--- config.mk ---
export PLATFORM = sky130hd
export DESIGN_NAME = sorted_timer_queue
export DESIGN_NICKNAME = d
export VERILOG_FILES = /design/src/rtl/stq_pkg.sv /design/src/rtl/sorted_timer_queue.sv
export SDC_FILE = /design/constraint.sdc
export NUM_CORES = 1
export LEC_CHECK = 0
export BUFFER_PORTS_ARGS = -buffer_cell sky130_fd_sc_hd__buf_2
export CORE_MARGIN = 10
export CORE_UTILIZATION = 45
export CTS_CLUSTER_SIZE = 20
export DETAILED_ROUTE_END_ITERATION = 16
export GPL_TIMING_DRIVEN = 0
export HOLD_SLACK_MARGIN = 0.06
export PLACE_DENSITY = 0.72
export SLEW_MARGIN = 20
export SYNTH_ARGS = -nofsm -noshare
export SYNTH_HDL_FRONTEND = slang
export SYNTH_SLANG_ARGS = --single-unit
--- constraint.sdc ---
create_clock -name clock -period 6.1 [get_ports clock]
set_clock_uncertainty 0.2 [all_clocks]
set_input_delay 0 -clock clock [delete_from_list [all_inputs] [get_ports clock]]
set_output_delay 0 -clock clock [all_outputs]
set_load 0.01 [all_outputs]
--- src/rtl/stq_pkg.sv ---
`default_nettype none
// ----------------------------------------------------------------------------
// stq_pkg: sorted timer queue shared definitions
// sizes, entry layout, operation and status codes and sequencer states
// ----------------------------------------------------------------------------
package stq_pkg;

   localparam int DEPTH   = 16;
   localparam int IDX_W   = $clog2(DEPTH);
   localparam int CNT_W   = $clog2(DEPTH + 1);
   localparam int COUNT_W = 5;
   localparam int ID_W    = 16;
   localparam int TIME_W  = 32;

   typedef struct packed {
      logic [ID_W-1:0]          ent_id;
      logic signed [TIME_W-1:0] ent_time;
   } entry_type;

   typedef enum logic {
      OP_INSERT = 1'b0,
      OP_CANCEL = 1'b1
   } op_type;

   typedef enum logic [1:0] {
      STS_DONE     = 2'd0,
      STS_DUP      = 2'd1,
      STS_NOTFOUND = 2'd2,
      STS_FULL     = 2'd3
   } status_type;

   typedef enum logic [2:0] {
      ST_IDLE,
      ST_FETCH,
      ST_SCAN,
      ST_SH_FETCH,
      ST_SH_WRITE,
      ST_PUT,
      ST_HEAD,
      ST_RESP
   } state_type;

endpackage : stq_pkg
`default_nettype wire

--- src/rtl/sorted_timer_queue.sv ---
`default_nettype none
// ----------------------------------------------------------------------------
// sorted_timer_queue: time-ordered timer entry store
//
//   channel   ports                      transfer
//   request   start, busy, req_*         start high while busy low
//   response  rsp_strobe, rsp_*          one cycle per strobe, no back-pressure
//
// One sequencer walks the entry RAM and compares one entry at a time: a scan
// visits the entries in order, each with a read step and a compare step, and an
// insert or cancel then shifts the later entries one place, each moved entry
// with a read step and a write step. Reset clears the entry count and returns
// the sequencer to idle; the RAM is not cleared. busy stays high until the
// response strobe has been given.
// ----------------------------------------------------------------------------
module sorted_timer_queue (
   input  wire                          clock,
   input  wire                          reset,
   input  wire                          start,
   output logic                         busy,
   input  wire                          req_operation,
   input  wire  [stq_pkg::ID_W-1:0]     req_timer_id,
   input  wire  signed [stq_pkg::TIME_W-1:0] req_expire_time,
   output logic                         rsp_strobe,
   output logic [1:0]                   rsp_status,
   output logic [stq_pkg::COUNT_W-1:0]  rsp_entry_count,
   output logic                         rsp_head_valid,
   output logic [stq_pkg::ID_W-1:0]     rsp_head_id,
   output logic signed [stq_pkg::TIME_W-1:0] rsp_head_time,
   output logic                         rsp_head_expired
);
   import stq_pkg::*;

   state_type   state_ff, state_in;
   logic [IDX_W-1:0] idx_ff, idx_in;
   logic [IDX_W-1:0] pos_ff, pos_in;
   logic [CNT_W-1:0] count_ff, count_in;
   op_type      op_ff, op_in;
   logic [ID_W-1:0] id_ff, id_in;
   logic signed [TIME_W-1:0] time_ff, time_in;
   status_type  status_ff, status_in;
   entry_type   rd_ff;
   entry_type   mem [DEPTH];

   logic             wr_en;
   logic [IDX_W-1:0] wr_addr;
   entry_type        wr_data;
   logic             last_idx;
   logic             accept;

   assign accept   = start && (state_ff == ST_IDLE);
   assign last_idx = ((CNT_W'(idx_ff) + CNT_W'(1)) == count_ff);

   // entry ram
   always_ff @(posedge clock) begin
      if (wr_en) begin
         mem[wr_addr] <= wr_data;
      end
      rd_ff <= mem[idx_ff];
   end

   always_ff @(posedge clock) begin
      if (reset) begin
         state_ff <= ST_IDLE;
         count_ff <= '0;
      end else begin
         state_ff <= state_in;
         count_ff <= count_in;
      end
      idx_ff    <= idx_in;
      pos_ff    <= pos_in;
      op_ff     <= op_in;
      id_ff     <= id_in;
      time_ff   <= time_in;
      status_ff <= status_in;
   end

   always_comb begin
      state_in  = state_ff;
      idx_in    = idx_ff;
      pos_in    = pos_ff;
      count_in  = count_ff;
      op_in     = op_ff;
      id_in     = id_ff;
      time_in   = time_ff;
      status_in = status_ff;
      wr_en     = 1'b0;
      wr_addr   = idx_ff;
      wr_data   = rd_ff;

      unique case (state_ff)
         ST_IDLE: begin
            if (accept) begin
               op_in     = op_type'(req_operation);
               id_in     = req_timer_id;
               time_in   = req_expire_time;
               status_in = STS_DONE;
               idx_in    = '0;
               pos_in    = '0;
               if (op_type'(req_operation) == OP_INSERT) begin
                  if (count_ff == CNT_W'(DEPTH)) begin
                     status_in = STS_FULL;
                     state_in  = ST_HEAD;
                  end else if (count_ff == '0) begin
                     state_in = ST_PUT;
                  end else begin
                     state_in = ST_FETCH;
                  end
               end else begin
                  if (count_ff == '0) begin
                     status_in = STS_NOTFOUND;
                     state_in  = ST_HEAD;
                  end else begin
                     state_in = ST_FETCH;
                  end
               end
            end
         end
         ST_FETCH: begin
            state_in = ST_SCAN;
         end
         ST_SCAN: begin
            if (op_ff == OP_INSERT) begin
               if (rd_ff.ent_time == time_ff) begin
                  status_in = STS_DUP;
                  idx_in    = '0;
                  state_in  = ST_HEAD;
               end else if (rd_ff.ent_time > time_ff) begin
                  pos_in   = idx_ff;
                  idx_in   = IDX_W'(count_ff - CNT_W'(1));
                  state_in = ST_SH_FETCH;
               end else if (last_idx) begin
                  pos_in   = IDX_W'(count_ff);
                  state_in = ST_PUT;
               end else begin
                  idx_in   = idx_ff + IDX_W'(1);
                  state_in = ST_FETCH;
               end
            end else begin
               if (rd_ff.ent_id == id_ff) begin
                  if (last_idx) begin
                     count_in = count_ff - CNT_W'(1);
                     idx_in   = '0;
                     state_in = ST_HEAD;
                  end else begin
                     idx_in   = idx_ff + IDX_W'(1);
                     state_in = ST_SH_FETCH;
                  end
               end else if (last_idx) begin
                  status_in = STS_NOTFOUND;
                  idx_in    = '0;
                  state_in  = ST_HEAD;
               end else begin
                  idx_in   = idx_ff + IDX_W'(1);
                  state_in = ST_FETCH;
               end
            end
         end
         ST_SH_FETCH: begin
            state_in = ST_SH_WRITE;
         end
         ST_SH_WRITE: begin
            wr_en = 1'b1;
            if (op_ff == OP_INSERT) begin
               wr_addr = idx_ff + IDX_W'(1);
               if (idx_ff == pos_ff) begin
                  state_in = ST_PUT;
               end else begin
                  idx_in   = idx_ff - IDX_W'(1);
                  state_in = ST_SH_FETCH;
               end
            end else begin
               wr_addr = idx_ff - IDX_W'(1);
               if (last_idx) begin
                  count_in = count_ff - CNT_W'(1);
                  idx_in   = '0;
                  state_in = ST_HEAD;
               end else begin
                  idx_in   = idx_ff + IDX_W'(1);
                  state_in = ST_SH_FETCH;
               end
            end
         end
         ST_PUT: begin
            wr_en            = 1'b1;
            wr_addr          = pos_ff;
            wr_data.ent_id   = id_ff;
            wr_data.ent_time = time_ff;
            count_in         = count_ff + CNT_W'(1);
            idx_in           = '0;
            state_in         = ST_HEAD;
         end
         ST_HEAD: begin
            state_in = ST_RESP;
         end
         ST_RESP: begin
            state_in = ST_IDLE;
         end
         default: begin
            state_in = ST_IDLE;
         end
      endcase
   end

   // response fields, head taken from entry zero
   always_comb begin
      busy             = (state_ff != ST_IDLE);
      rsp_strobe       = (state_ff == ST_RESP);
      rsp_status       = status_ff;
      rsp_entry_count  = COUNT_W'(count_ff);
      rsp_head_valid   = (count_ff != '0);
      rsp_head_id      = '0;
      rsp_head_time    = '0;
      rsp_head_expired = 1'b0;
      if (count_ff != '0) begin
         rsp_head_id      = rd_ff.ent_id;
         rsp_head_time    = rd_ff.ent_time;
         rsp_head_expired = rd_ff.ent_time[TIME_W-1] || (rd_ff.ent_time == '0);
      end
   end

endmodule : sorted_timer_queue
`default_nettype wire
==> results by group <==
Power and ir drop
  • Sw frac: 31.7%
  • Internal: 13.9 mW
  • Clock share of power: 26.5%
  • Comb pwr share: 30.8%
  • Power per cell area: 486 nW/um^2
  • Worst vdd ir: 243 uV
  • Register share of total power: 42.7%
  • Total power: 20.4 mW
  • Leak: 14.0 nW
  • P_sw: 6.47 mW

Detailed routing
  • DRT met1 WL: 33,600 um
  • Drt drc: 0
  • DR top layer: met5
  • Drt pass-1 iters: 7
  • Metal2 WL: 43,900 um
  • Vias/cell: 5.88
  • Vias: 18,800
  • DR WL/cell: 28.2 um
  • ANT nets after route: 0
  • Starting DRC count in detailed routing: 2,312
  • WL final: 90,000 um
  • Routed wl met3: 9320 um

Floorplan
  • Die footprint: 89,000 um^2
  • Initial core utilization: 45.2%
  • Core box area: 77,100 um^2
  • DIE WIDTH: 298 um
  • I/O pin count: 111
  • Rows: 102
  • Die Ht: 298 um

Hold path
  • Hold Startpoint: start
  • Type of the most critical hold path: input port to flop

Cells and area
  • Most frequent cells in the layout: edfxtp_1, mux4_2, buf_2, nand2_1, dlygate4sd3_1
  • Layout Cells excl Fill: 3,198
  • Layout cells sized above 1: 28.0%
  • Area grow syn2layout: 20.5%
  • Nets: 2,171
  • Most common cell after layout, fill and taps aside: edfxtp_1
  • Fill cells: 5,725

Synthesis
  • Synthesized area: 34,900 um^2
  • Ranking of synthesized cells by area: edfxtp_1, mux4_2, dfxtp_1, nand2_1, ha_1
  • FF+latch count, synth: 883
  • Post-synthesis sequential area ratio: 74.4%
  • Unique masters post-synth: 61
  • Synth Flop Type: edfxtp_1
  • Synth async-reset ratio: 0%
  • Total nets after synthesis: 1,817
  • Leading area contributor after synthesis: edfxtp_1
  • Area share of the largest cell type after synthesis: 71.2%
  • Post-synth EDFFs: 827
  • Syn Area/Cell: 20.2 um^2
  • Cells after Synth: 1,728
  • Ys Warns: 0

STA
  • Relative slew slack: 26.4%
  • Hold slack final: 111 ps
  • Period utilization: 82.6%
  • Max Freq: 198 MHz
  • Max-slew violations: 0
  • Least-Margin Pin Slew: 1100 ps
  • RSZ-0062 raised after global routing: false
  • Finish-stage setup viols: 0
  • Final WS setup: 1060 ps
  • Final min period: 5040 ps
  • Fin. Hold Viols: 0

Setup path
  • Crit path from: idx_ff[1]
  • CP required: 6250 ps
  • Worst r2r src: idx_ff[1]
  • Crit path DAT: 5190 ps
  • Crit path max fanout: 16
  • Worst setup EP type: flop
  • R2R setup slack: 1060 ps
  • Crit Path Category: flop to flop
  • Worst Setup Start Kind: flop

CTS
  • Worst skew pair latency: 650 ps
  • Clk root buf: clkbuf_16
  • Postcts setup bufs: 0
  • Cts hold-fix bufs: 102
  • Clk buf depth: 3
  • Worst-path clk slew: 60 ps
  • CTS tree: yes
  • Htree depth: 3
  • CTS Buf Count: 87
  • Post-CTS Resized: 0
  • Clock sinks: 883

GRT
  • Antenna violations before repair: 3
  • Maximum number of pins on one net before global-route repair: 31
  • GRT Total Usage: 20.1%
  • First-pass GRT wire length: 132,000 um
  • Vias in the first global route: 19,400
  • GR Overflow Total: 0

Run
  • Max Cap Viol: 0

Placed design
  • Worst slack, placed: 1100 ps
  • Port bufs: 110
  • Hpwl dp: 57,900 um
  • Post-Place Cells: 2,929
  • Final GP Congestion: 0.846

Run status
  • Outcome: completed
[kinds of logic after synthesis]
family | count (synthesis) | share of synthesized area (%)
flip-flops | 883 | 74.4
AND/OR/NAND/NOR | 287 | 3.95
multiplexers | 251 | 15.8
buffers and inverters | 132 | 1.58
AO/OA/AOI/OAI | 105 | 1.99
adder cells (fa/ha/maj) | 37 | 1.33
XOR/XNOR | 33 | 0.872
[worst paths after layout]
check	cells after the start	to
setup / recovery	15	mem[5][26]
hold / removal	4	state_ff[0]
hold reg to reg	2	mem[7][12]
setup reg to reg	15	mem[5][26]
[worst max-delay path: stages (launching register included)]
cell and delay (ps):
edfxtp_1 340, buf_2 320, buf_1 570, buf_1 660, inv_1 110, ha_1 220
xor2_1 200, nand2_1 90, o21ai_0 180, nand2_1 120, nand3_1 160, nand2_1 270
nor2_4 640, buf_12 280, buf_16 200, buf_16 170
[Yosys cell counts (all sizes together), types with 17 or more instances]
master,count
ha,37
clkbuf,50
edfxtp,827
mux4,240
xor2,20
nor2,40
a21oi,17
dfxtp,56
inv,42
nor2b,50
nand2,128
buf,40
o21ai,48
[power by group through the flow]
| stage | Combinational [mW] | Clock (mW) | Sequential [mW] |
|---|---|---|---|
| after detailed placement | 6.14 | 0 | 8.83 |
| final | 6.28 | 5.41 | 8.72 |
| after global routing | 6.72 | 5.69 | 8.76 |
| after global placement | 5.68 | 0 | 8.88 |
| after floorplan | 4.08 | 0 | 8.63 |
| after CTS | 6.24 | 5.46 | 8.71 |
[registers in the layout, summed over array words and instances (netlist names)]
register         flops
pos_ff               4
id_ff               16
rsp_status           2
time_ff             32
state_ff             3
op_ff                1
mem                768
rsp_entry_count      5
idx_ff               4
rd_ff               48
[per-stage QoR]
stage,utilization [%],cell area [um^2],TNS (ps)
floorplan,-,34900,0
global placement,47.6,36700,-1899530
global route,54.5,42000,0
detailed placement,49.4,38100,0
finish,54.5,42000,0
CTS,54.5,42000,0
[final cells by class]
class	count	area, um^2	area share, %
Sequential cell	883	26000	61.8
Multi-Input combinational cell	713	8500	20.2
Timing Repair Buffer	265	2810	6.68
Clock buffer	112	2330	5.55
Tap cell	1040	1300	3.10
Clock inverter	50	553	1.32
Buffer	90	404	0.962
Inverter	42	160	0.381
Antenna cell	3	7.51	0.0179
[routing by layer]
| metal | global-route usage, % | up-vias |
|---|---|---|
| met4 | 7.65 | 4 |
| met5 | 0 | - |
| met1 | 26.5 | 9684 |
| met3 | 4.59 | 208 |
| met2 | 32.4 | 1164 |
| li1 | - | 7732 |
No activity file was read; power rests on OpenSTA's default activity.
